## src/hw/rtl/nam_pkg.sv

```systemverilog
package nam_pkg;

    // Field widths fixed by the item formats
    localparam int FUNC_W   = 3;
    localparam int NODE_W   = 6;
    localparam int LINK_W   = 8;
    localparam int AMT_W    = 32;
    localparam int STAT_W   = 3;
    localparam int FC_W     = 7;
    localparam int TOTAL_W  = 32;

    // Configuration port
    localparam int CFG_W     = 9;
    localparam int CFG_IDX_W = 1;
    localparam logic [CFG_IDX_W-1:0] CFG_NODES = 1'b0;
    localparam logic [CFG_IDX_W-1:0] CFG_LINKS = 1'b1;

    // Function codes
    localparam logic [FUNC_W-1:0] FN_CLAIM     = 3'd0;
    localparam logic [FUNC_W-1:0] FN_RELEASE   = 3'd1;
    localparam logic [FUNC_W-1:0] FN_ADD       = 3'd2;
    localparam logic [FUNC_W-1:0] FN_SUB       = 3'd3;
    localparam logic [FUNC_W-1:0] FN_LIST_FREE = 3'd4;
    localparam logic [FUNC_W-1:0] FN_LIST_USED = 3'd5;
    localparam logic [FUNC_W-1:0] FN_CLEAR     = 3'd6;

    // Status codes
    localparam logic [STAT_W-1:0] STAT_OK        = 3'd0;
    localparam logic [STAT_W-1:0] STAT_NODE_BUSY = 3'd1;
    localparam logic [STAT_W-1:0] STAT_NODE_IDLE = 3'd2;
    localparam logic [STAT_W-1:0] STAT_NEGATIVE  = 3'd3;
    localparam logic [STAT_W-1:0] STAT_OVERFLOW  = 3'd4;
    localparam logic [STAT_W-1:0] STAT_BAD_INDEX = 3'd5;

    // Command queue
    localparam int Q_DEPTH = 2;
    localparam int Q_PTR_W = 1;
    localparam int Q_CNT_W = 2;

    typedef struct packed {
        logic [FUNC_W-1:0] func;
        logic [NODE_W-1:0] node_index;
        logic [LINK_W-1:0] link_index;
        logic [AMT_W-1:0]  traffic_amount;
    } cmd_t;

    typedef struct packed {
        logic [STAT_W-1:0]  status;
        logic [FC_W-1:0]    free_count;
        logic [NODE_W-1:0]  listed_node;
        logic               listed_valid;
        logic [TOTAL_W-1:0] link_total;
        logic               last;
    } result_t;

    // Classified operation handed from the front end to the back end
    typedef enum logic [2:0] {
        OP_CLAIM,
        OP_RELEASE,
        OP_ADD,
        OP_SUB,
        OP_LIST_FREE,
        OP_LIST_USED,
        OP_CLEAR,
        OP_REJECT
    } op_t;

    typedef struct packed {
        op_t               op;
        logic [NODE_W-1:0] node_index;
        logic [LINK_W-1:0] link_index;
        logic [AMT_W-1:0]  traffic_amount;
    } queue_entry_t;

    typedef enum logic [1:0] {
        ST_IDLE,
        ST_TRAFFIC,
        ST_LIST,
        ST_LIST_END
    } back_state_t;

endpackage

```

## src/hw/rtl/nam_front.sv

```systemverilog
module nam_front
    import nam_pkg::*;
#(
    parameter int LINK_CNT_W = 9
)
(
    input  logic                  start,
    input  cmd_t                  cmd,
    input  logic [FC_W-1:0]       eff_nodes,
    input  logic [LINK_CNT_W-1:0] eff_links,
    input  logic                  q_full,
    output logic                  busy,
    output logic                  push,
    output queue_entry_t          entry
);

    logic node_ok;
    logic link_ok;

    assign node_ok = FC_W'(cmd.node_index) < eff_nodes;
    assign link_ok = LINK_CNT_W'(cmd.link_index) < eff_links;

    assign busy = q_full;
    assign push = start && !q_full;

    // Classify: range checks are settled here so the back end only executes
    always_comb
    begin
        entry.node_index     = cmd.node_index;
        entry.link_index     = cmd.link_index;
        entry.traffic_amount = cmd.traffic_amount;
        unique case (cmd.func)
            FN_CLAIM:     entry.op = node_ok ? OP_CLAIM : OP_REJECT;
            FN_RELEASE:   entry.op = node_ok ? OP_RELEASE : OP_REJECT;
            FN_ADD:       entry.op = link_ok ? OP_ADD : OP_REJECT;
            FN_SUB:       entry.op = link_ok ? OP_SUB : OP_REJECT;
            FN_LIST_FREE: entry.op = OP_LIST_FREE;
            FN_LIST_USED: entry.op = OP_LIST_USED;
            FN_CLEAR:     entry.op = OP_CLEAR;
            default:      entry.op = OP_REJECT;
        endcase
    end

endmodule

```

## config.mk

```make
export PLATFORM = sky130hd
export DESIGN_NAME = nam_front
export DESIGN_NICKNAME = d
export VERILOG_FILES = /design/src/hw/rtl/nam_pkg.sv /design/src/hw/rtl/nam_front.sv
export SDC_FILE = /design/constraint.sdc
export NUM_CORES = 1
export LEC_CHECK = 0
export BUFFER_PORTS_ARGS = -buffer_cell sky130_fd_sc_hd__buf_2
export CAP_MARGIN = 20
export CORE_AREA = 5 5 60 62
export DETAILED_ROUTE_END_ITERATION = 8
export DIE_AREA = 0 0 65 67
export PLACE_DENSITY = 0.71
export SLEW_MARGIN = 30
export SYNTH_ARGS = -nofsm -noshare
export SYNTH_HDL_FRONTEND = slang
export SYNTH_SLANG_ARGS = --single-unit
```

## constraint.sdc

```tcl
create_clock -name vclk -period 1.55
set_clock_uncertainty 0.15 [all_clocks]
set_input_delay 0 -clock vclk [all_inputs]
set_output_delay 0 -clock vclk [all_outputs]
set_load 0.02 [all_outputs]
```

==> results by group <==
Die
  • Die W: 65 um
  • Die area: 4355 um2
  • Rows: 20
  • Io pins: 118
  • Initial Util: 24.08%
  • Die height: 67 um
  • Core ar.: 2978 um2

STA
  • Tightest Pin Transition: 0.3230 ns
  • Hold Violations, Final: 0
  • Setup slack after layout: 0.09835 ns
  • Final period utilization: 93.65%
  • # setup viols final: 0
  • RSZ-0062 raised after global routing: no
  • Fmax: 0.6889 GHz
  • Slew margin rel.: 78.24%
  • Minimum clock period: 1.452 ns
  • TNS Setup: 0 ns
  • Slew Limit Fails: 0

Pwr
  • Leakage: 0.5653 nW
  • PwrDens: 321.1 nW/um2
  • Max IR drop VDD: 0.1157 mV

Synthesis
  • Largest family of logic cells by synthesized area: buffers and inverters
  • Mapped Avg Cell Area: 7.468 um2
  • Synth Area in Simple Gates: 6.806%
  • Post-Synth Adder-Cell Area: 20.94%
  • Mapped Nets: 175
  • Synthesized cell area: 716.9 um2
  • Compound-Gate Fraction of Synth Area: 16.23%
  • Post-Synth XOR/XNOR Area: 0%
  • Mux cell area share after synthesis: 0%
  • Synth warn: 0
  • Mapped Cells: 96
  • Sequential cell area fraction in the yosys report: 0%
  • Distinct cells, synth: 17

Min path
  • Hold Path Class: input port to output port
  • Hold endpoint: busy
  • Worst Hold Launch: q_full
  • WHS Path Cells: 2

Cells and area
  • Most frequent cells in the layout: buf_2 (54), dlygate4sd3_1 (32), inv_1 (13), ha_1 (12), a21oi_1 (5)
  • Layout clock buffer count: 0
  • Area Overhead vs Synth: 39.62%
  • Area taken by flip-flops and latches: 0 um2
  • Post-Layout Cell Count: 168
  • Layout cells sized above 1: 41.48%
  • Nets: 216
  • Antenna cells: 0
  • Seq Cell Count: 0
  • Commonest non-fill, non-tap cell in the layout: buf_2
  • Finished Core Util: 33.61%

Global route
  • GRT Resource Usage Total: 7.901%
  • First-pass GRT wire length: 2849 um
  • Gr ovfl total: 0
  • Largest net degree at the start of global routing: 4
  • Vias in the first global route: 693
  • Antenna violations before repair: 0

Worst setup path
  • Arr. time, crit path: 1.30 ns
  • Startpoint types: input port
  • Worst Setup End Kind: output port
  • Worst Path Required: 1.40 ns
  • Crit Path Class: input port to output port
  • Critical-path maximum fanout: 2

Detailed routing
  • Vias per cell: 4.101
  • Drt drc: 0
  • Pre-antenna DRT Iters: 4
  • DRT iter0 DRCs: 5
  • Post-Route WL: 2049 um
  • Via count: 689
  • Post-route ant nets: 0
  • Routed WL per cell: 12.20 um

Placement
  • Placed cells: 136
  • Post-DP HPWL: 1434 um
  • Routability Congestion: 0.6281
  • I/O Buffers: 54
  • Dpl ws: 0.07869 ns

Clock tree
  • Setup Buffers After CTS: 0

Outcome
  • Status: completed

Job
  • Max-cap violation count: 0
-- report_power, final --
group | switching (mW) | total (mW) | leakage (nW) | internal (mW)
logic | 0.176 | 0.321 | 0.565 | 0.145
clock network | 0 | 0 | 0 | 0
registers | 0 | 0 | 0 | 0
total | 0.176 | 0.321 | 0.565 | 0.145
-- cells in the mapped netlist (all sizes together) --
library cell  instances  area (um2)
o21a                  2       15.01
o221a                 1       11.26
buf                  47       352.8
o21ai                 3       15.01
nor2b                 2       12.51
a21oi                 5       25.02
nor3b                 1       7.510
a211oi                2       15.01
nand3                 1       5.000
o31ai                 1       12.51
a21o                  1       7.510
inv                  13       48.80
and4b                 2       20.02
ha                   12       150.1
nand2                 1       3.750
o21bai                2       15.01
-- logic make-up (layout without fill, tap and decap cells) --
| family | count (synthesis) | after routing |
|---|---|---|
| AO/OA/AOI/OAI | 17 | 17 |
| AND/OR/NAND/NOR | 7 | 7 |
| buffers and inverters | 60 | 99 |
| adder cells (fa/ha/maj) | 12 | 12 |
-- per-layer routing --
layer	vias to the layer above	GRT usage [%]	wire [um]
met1	279	9.127	716
met2	64	15.20	1012
li1	346	-	-
met5	-	0	0
met3	0	2.192	320
met4	0	0	0
-- final cells by class --
cell class | count | area [um2]
Fill cell | 316 | 1977
Inverter | 13 | 48.80
Multi-Input combinational cell | 36 | 320.3
Tap cell | 33 | 41.29
Timing Repair Buffer | 86 | 590.6
-- through the flow --
stage	hold slack, ns	total power [mW]	area [um2]
after global placement	-0.1499	0.1927	675.6
after global routing	0.08925	0.3531	1001
final	0.08292	0.3214	1001
after CTS	0.08606	0.3231	996.0
after floorplan	-0.07189	0.2528	716.9
after detailed placement	-0.1499	0.1941	675.6
-- critical path, stage by stage --
cell     delay [ns]
buf_2          0.10
ha_1           0.28
and4b_1        0.19
o21ai_1        0.06
o221a_1        0.30
o31ai_2        0.17
buf_2          0.20
-- how the worst max path moves through the flow --
| stage | cells after the start | start | to |
|---|---|---|---|
| finish | 7 | cmd[38] | entry[46] |
| global route | 7 | cmd[42] | entry[46] |
| CTS | 7 | cmd[42] | entry[48] |
| detailed placement | 7 | cmd[42] | entry[48] |
| global placement | 7 | cmd[42] | entry[48] |
| floorplan | 6 | eff_links[6] | entry[46] |
-- what timing repair did --
item / CTS / global route
hold endpoints to repair: 32 / 0
endpoints found under the setup margin: 0 / 2
resized for setup: 0 / 1
hold buffers: 32 / 0
(Power assumes the default switching activity.)
