--- src/hw/rtl/nam_pkg.sv ---
package nam_pkg;

    // Field widths fixed by the item formats
    localparam int FUNC_W   = 3;
    localparam int NODE_W   = 6;
    localparam int LINK_W   = 8;
    localparam int AMT_W    = 32;
    localparam int STAT_W   = 3;
    localparam int FC_W     = 7;
    localparam int TOTAL_W  = 32;

    // Configuration port
    localparam int CFG_W     = 9;
    localparam int CFG_IDX_W = 1;
    localparam logic [CFG_IDX_W-1:0] CFG_NODES = 1'b0;
    localparam logic [CFG_IDX_W-1:0] CFG_LINKS = 1'b1;

    // Function codes
    localparam logic [FUNC_W-1:0] FN_CLAIM     = 3'd0;
    localparam logic [FUNC_W-1:0] FN_RELEASE   = 3'd1;
    localparam logic [FUNC_W-1:0] FN_ADD       = 3'd2;
    localparam logic [FUNC_W-1:0] FN_SUB       = 3'd3;
    localparam logic [FUNC_W-1:0] FN_LIST_FREE = 3'd4;
    localparam logic [FUNC_W-1:0] FN_LIST_USED = 3'd5;
    localparam logic [FUNC_W-1:0] FN_CLEAR     = 3'd6;

    // Status codes
    localparam logic [STAT_W-1:0] STAT_OK        = 3'd0;
    localparam logic [STAT_W-1:0] STAT_NODE_BUSY = 3'd1;
    localparam logic [STAT_W-1:0] STAT_NODE_IDLE = 3'd2;
    localparam logic [STAT_W-1:0] STAT_NEGATIVE  = 3'd3;
    localparam logic [STAT_W-1:0] STAT_OVERFLOW  = 3'd4;
    localparam logic [STAT_W-1:0] STAT_BAD_INDEX = 3'd5;

    // Command queue
    localparam int Q_DEPTH = 2;
    localparam int Q_PTR_W = 1;
    localparam int Q_CNT_W = 2;

    typedef struct packed {
        logic [FUNC_W-1:0] func;
        logic [NODE_W-1:0] node_index;
        logic [LINK_W-1:0] link_index;
        logic [AMT_W-1:0]  traffic_amount;
    } cmd_t;

    typedef struct packed {
        logic [STAT_W-1:0]  status;
        logic [FC_W-1:0]    free_count;
        logic [NODE_W-1:0]  listed_node;
        logic               listed_valid;
        logic [TOTAL_W-1:0] link_total;
        logic               last;
    } result_t;

    // Classified operation handed from the front end to the back end
    typedef enum logic [2:0] {
        OP_CLAIM,
        OP_RELEASE,
        OP_ADD,
        OP_SUB,
        OP_LIST_FREE,
        OP_LIST_USED,
        OP_CLEAR,
        OP_REJECT
    } op_t;

    typedef struct packed {
        op_t               op;
        logic [NODE_W-1:0] node_index;
        logic [LINK_W-1:0] link_index;
        logic [AMT_W-1:0]  traffic_amount;
    } queue_entry_t;

    typedef enum logic [1:0] {
        ST_IDLE,
        ST_TRAFFIC,
        ST_LIST,
        ST_LIST_END
    } back_state_t;

endpackage

--- src/hw/rtl/nam_queue.sv ---
module nam_queue
    import nam_pkg::*;
(
    input  logic         clk,
    input  logic         rst_n,
    input  logic         push,
    input  queue_entry_t din,
    input  logic         pop,
    output queue_entry_t dout,
    output logic         empty,
    output logic         full
);

    queue_entry_t         slot_reg [Q_DEPTH];
    logic [Q_PTR_W-1:0]   wr_ptr_reg;
    logic [Q_PTR_W-1:0]   wr_ptr_next;
    logic [Q_PTR_W-1:0]   rd_ptr_reg;
    logic [Q_PTR_W-1:0]   rd_ptr_next;
    logic [Q_CNT_W-1:0]   count_reg;
    logic [Q_CNT_W-1:0]   count_next;
    logic                 do_push;
    logic                 do_pop;

    assign empty   = count_reg == '0;
    assign full    = count_reg == Q_CNT_W'(Q_DEPTH);
    assign do_push = push && !full;
    assign do_pop  = pop && !empty;
    assign dout    = slot_reg[rd_ptr_reg];

    always_comb
    begin
        wr_ptr_next = do_push ? wr_ptr_reg + 1'b1 : wr_ptr_reg;
        rd_ptr_next = do_pop ? rd_ptr_reg + 1'b1 : rd_ptr_reg;
        count_next  = count_reg;
        if (do_push && !do_pop)
        begin
            count_next = count_reg + 1'b1;
        end
        else if (do_pop && !do_push)
        begin
            count_next = count_reg - 1'b1;
        end
    end

    always_ff @(posedge clk or negedge rst_n)
    begin
        if (!rst_n)
        begin
            wr_ptr_reg <= '0;
            rd_ptr_reg <= '0;
            count_reg  <= '0;
        end
        else
        begin
            wr_ptr_reg <= wr_ptr_next;
            rd_ptr_reg <= rd_ptr_next;
            count_reg  <= count_next;
        end
    end

    always_ff @(posedge clk)
    begin
        if (do_push)
        begin
            slot_reg[wr_ptr_reg] <= din;
        end
    end

endmodule

--- config.mk ---
export PLATFORM = sky130hd
export DESIGN_NAME = nam_queue
export DESIGN_NICKNAME = d
export VERILOG_FILES = /design/src/hw/rtl/nam_pkg.sv /design/src/hw/rtl/nam_queue.sv
export SDC_FILE = /design/constraint.sdc
export NUM_CORES = 1
export LEC_CHECK = 0
export BUFFER_PORTS_ARGS = -buffer_cell sky130_fd_sc_hd__buf_2
export CAP_MARGIN = 10
export CORE_MARGIN = 3
export CORE_UTILIZATION = 52
export DETAILED_ROUTE_END_ITERATION = 6
export PLACE_DENSITY = 0.79
export SYNTH_ARGS = -nofsm -noshare
export SYNTH_HDL_FRONTEND = slang
export SYNTH_SLANG_ARGS = --single-unit
--- constraint.sdc ---
create_clock -name clk -period 3.8 [get_ports clk]
set_clock_uncertainty 0.15 [all_clocks]
set_input_delay 0.76 -clock clk [delete_from_list [all_inputs] [get_ports clk]]
set_output_delay 0.76 -clock clk [all_outputs]
set_load 0.005 [all_outputs]
==> key figures <==
Status
  – Run status: finished clean

Synth
  – Synth Register Bits: between 100 and 150
  – Syn Nets: roughly 230
  – Syn Std Cell Area: roughly 0.004 mm2
  – Mapped Avg Cell Area: 23.18 um2
  – Sequential area share after synthesis: 76.33%
  – Syn. warnings: 0
  – Synth Instances: approximately 170
  – Synth cell types: 14

Die
  – CORE AREA: 0.007331 mm2
  – Die Wd: 93.56 um
  – Die Y: approximately 94 um
  – Die area: between 0.008 and 0.009 mm2
  – Number of I/O pins: 104
  – Initial core utilization: between 50% and 60%
  – Std-Cell Rows: 31

Placed design
  – Detailed Place HPWL: 4.336 mm
  – Worst slack, placed: approximately 1300 ps
  – Buffers on Ports: between 100 and 150
  – Final GP Congestion: 0.6993

Layout
  – Antenna diodes: 0
  – Max reg flops: 98
  – Fin util: between 60% and 70%
  – Share of post-route cells with drive strength above 1: between 60 and 70%
  – Area growth from synthesis to layout: 18.93%
  – Final net count: roughly 340

STA
  – Setup violators final: 0
  – Final hold slack: about 45 ps
  – Slew Viols, Final: 0
  – Min Tclk post-route: 2831 ps
  – Slew margin rel.: roughly 37%
  – Unrepaired setup endpoints after global routing: no
  – Final Worst Setup Slack: about 970 ps
  – Hold Fails Final Rpt: 0
  – Fmax: approximately 350 MHz
  – Tcrit/Tclk final: around three quarters
  – Total negative slack: 0 ps
  – Worst-Margin Slew: ~940 ps

Routing
  – Antenna viol nets, final: 0
  – Vias/cell: approximately 5.0
  – Max layer used: met4
  – Metal-1 WL: ~2.5 mm
  – Drt total wl: 6.440 mm
  – Remaining DRCs: 0
  – Met2 wire length: approximately 3.4 mm
  – WL met3: roughly 370 um
  – Avg WL per Cell: 16.73 um
  – DR pass1 iterations: 4
  – Vias post-DR: 1910
  – DRT iter0 DRCs: 60

CTS
  – CTS tree: done
  – Clock Tree Buf Depth: 2
  – Post-CTS Hold Buffers: 0
  – # clock sinks: about 100
  – Root buf cell: clkbuf_8
  – CTS buffer count: 9
  – CTS resizes: 0
  – H-tree levels: 3
  – Reg clk slew, reported paths: ~90 ps
  – Clock latency on the worst-skew pair: between 300 and 400 ps
  – Setup Fix Bufs, Post-CTS: 0

Setup path
  – Startpoint types: flip-flop
  – WP data arrival: approximately 1900 ps
  – Reg2reg path depth: 3
  – CP Capture Type: output pin
  – CP Max Fanout: 50
  – Kind of critical path: flip-flop to output pin
  – WP data required: approximately 2900 ps

Global routing
  – Antenna violations before repair: 0
  – GR Overflow Total: 0
  – First-pass GRT wire length: roughly 10 mm
  – All-Layer GR Usage: 15.87%
  – Vias in the first global route: 2084
  – Pin count of the biggest net entering global routing: just over 50

Job
  – Max cap viols: 0

Power and ir drop
  – Worst-case vdd ir drop: 0.4040 mV
  – Leak: roughly 1.9 nW
  – Power per Cell Area: 720.3 mW/mm2

Min path
  – Hold/Removal Path Class: primary input to async pin
[cell usage in the layout (no fill, tap or decap)]
cell	n
buf_2	103
edfxtp_1	98
mux2_4	49
clkbuf_8	9
xnor2_1	3
clkinv_2	3
dfrtp_1	3
inv_1	2
nor2_1	2
xor2_1	2
nand2b_1	1
nand2_1	1
o21ai_1	1
and3_2	1
nor2_4	1
ha_1	1
bufinv_16	1
clkinv_4	1
inv_6	1
buf_12	1
buf_4	1
dfrtp_4	1
[cell families after synthesis]
kind of cell    synth area share, %
compound gates               0.1254
xor+xnor                      1.099
fa+ha+maj                    0.3138
buf+inv                       2.982
flops                         76.33
mux                           18.46
simple gates                 0.6906
[critical path, stage by stage (launching register included)]
cell and delay, ps:
dfrtp_4 1070, mux2_4 360, buf_2 130
[cell usage after synthesis]
library cell	number	area, um2
edfxtp_1	98	2943
mux2_4	49	735.7
buf_12	5	100.1
dfrtp_1	4	100.1
nor2_1	3	11.26
xnor2_1	3	26.28
inv_1	2	7.510
xor2_1	2	17.52
and3_1	1	6.260
buf_6	1	11.26
ha_1	1	12.51
nand2_1	1	3.750
nand2b_1	1	6.260
o21ai_1	1	5.000
[where the power goes]
part	switching [W]	internal [W]	total [W]
clock	0.000346	0.000301	0.000647
sequential	0.000225	0.00154	0.00176
combinational	0.000369	0.000634	0.00100
total	0.000940	0.00247	0.00341
[final timing paths]
check                                          from  slack (ps)                   endpoint
setup reg to reg           count_reg[0]$_DFFE_PN0P_        1600  slot_reg[1][41]$_DFFE_PP_
max in group asynchronous                     rst_n        3320     rd_ptr_reg$_DFFE_PN0P_
setup / recovery             rd_ptr_reg$_DFFE_PN0P_         970                   dout[25]
hold reg to reg            count_reg[1]$_DFFE_PN0P_         390   count_reg[1]$_DFFE_PN0P_
min in group clk           count_reg[1]$_DFFE_PN0P_         390   count_reg[1]$_DFFE_PN0P_
hold / removal                                rst_n          40     wr_ptr_reg$_DFFE_PN0P_
[per-layer routing]
| layer | up-vias | track usage (%) |
|---|---|---|
| met3 | 13 | 4.023 |
| li1 | 883 | - |
| met4 | 0 | 8.785 |
| met1 | 948 | 18.47 |
| met5 | - | 0 |
| met2 | 66 | 26.80 |
[through the flow]
stage | instance area (um2) | instances | total power [W]
floorplan | 3986 | 172 | 0.002514
global placement | 4554 | 370 | 0.002793
detailed placement | 4554 | 370 | 0.002822
CTS | 4741 | 385 | 0.003462
global route | 4741 | 385 | 0.003602
finish | 4741 | 385 | 0.003415
[final cells by class]
type	count	area, um2
Clock buffer	9	123.9
Clock inverter	6	62.56
Fill cell	531	2590
Inverter	2	7.507
Multi-Input combinational cell	62	833.3
Sequential cell	102	3047
Tap cell	99	123.9
Timing Repair Buffer	105	543.0
Note: power is estimated with default switching activity, not from simulation.
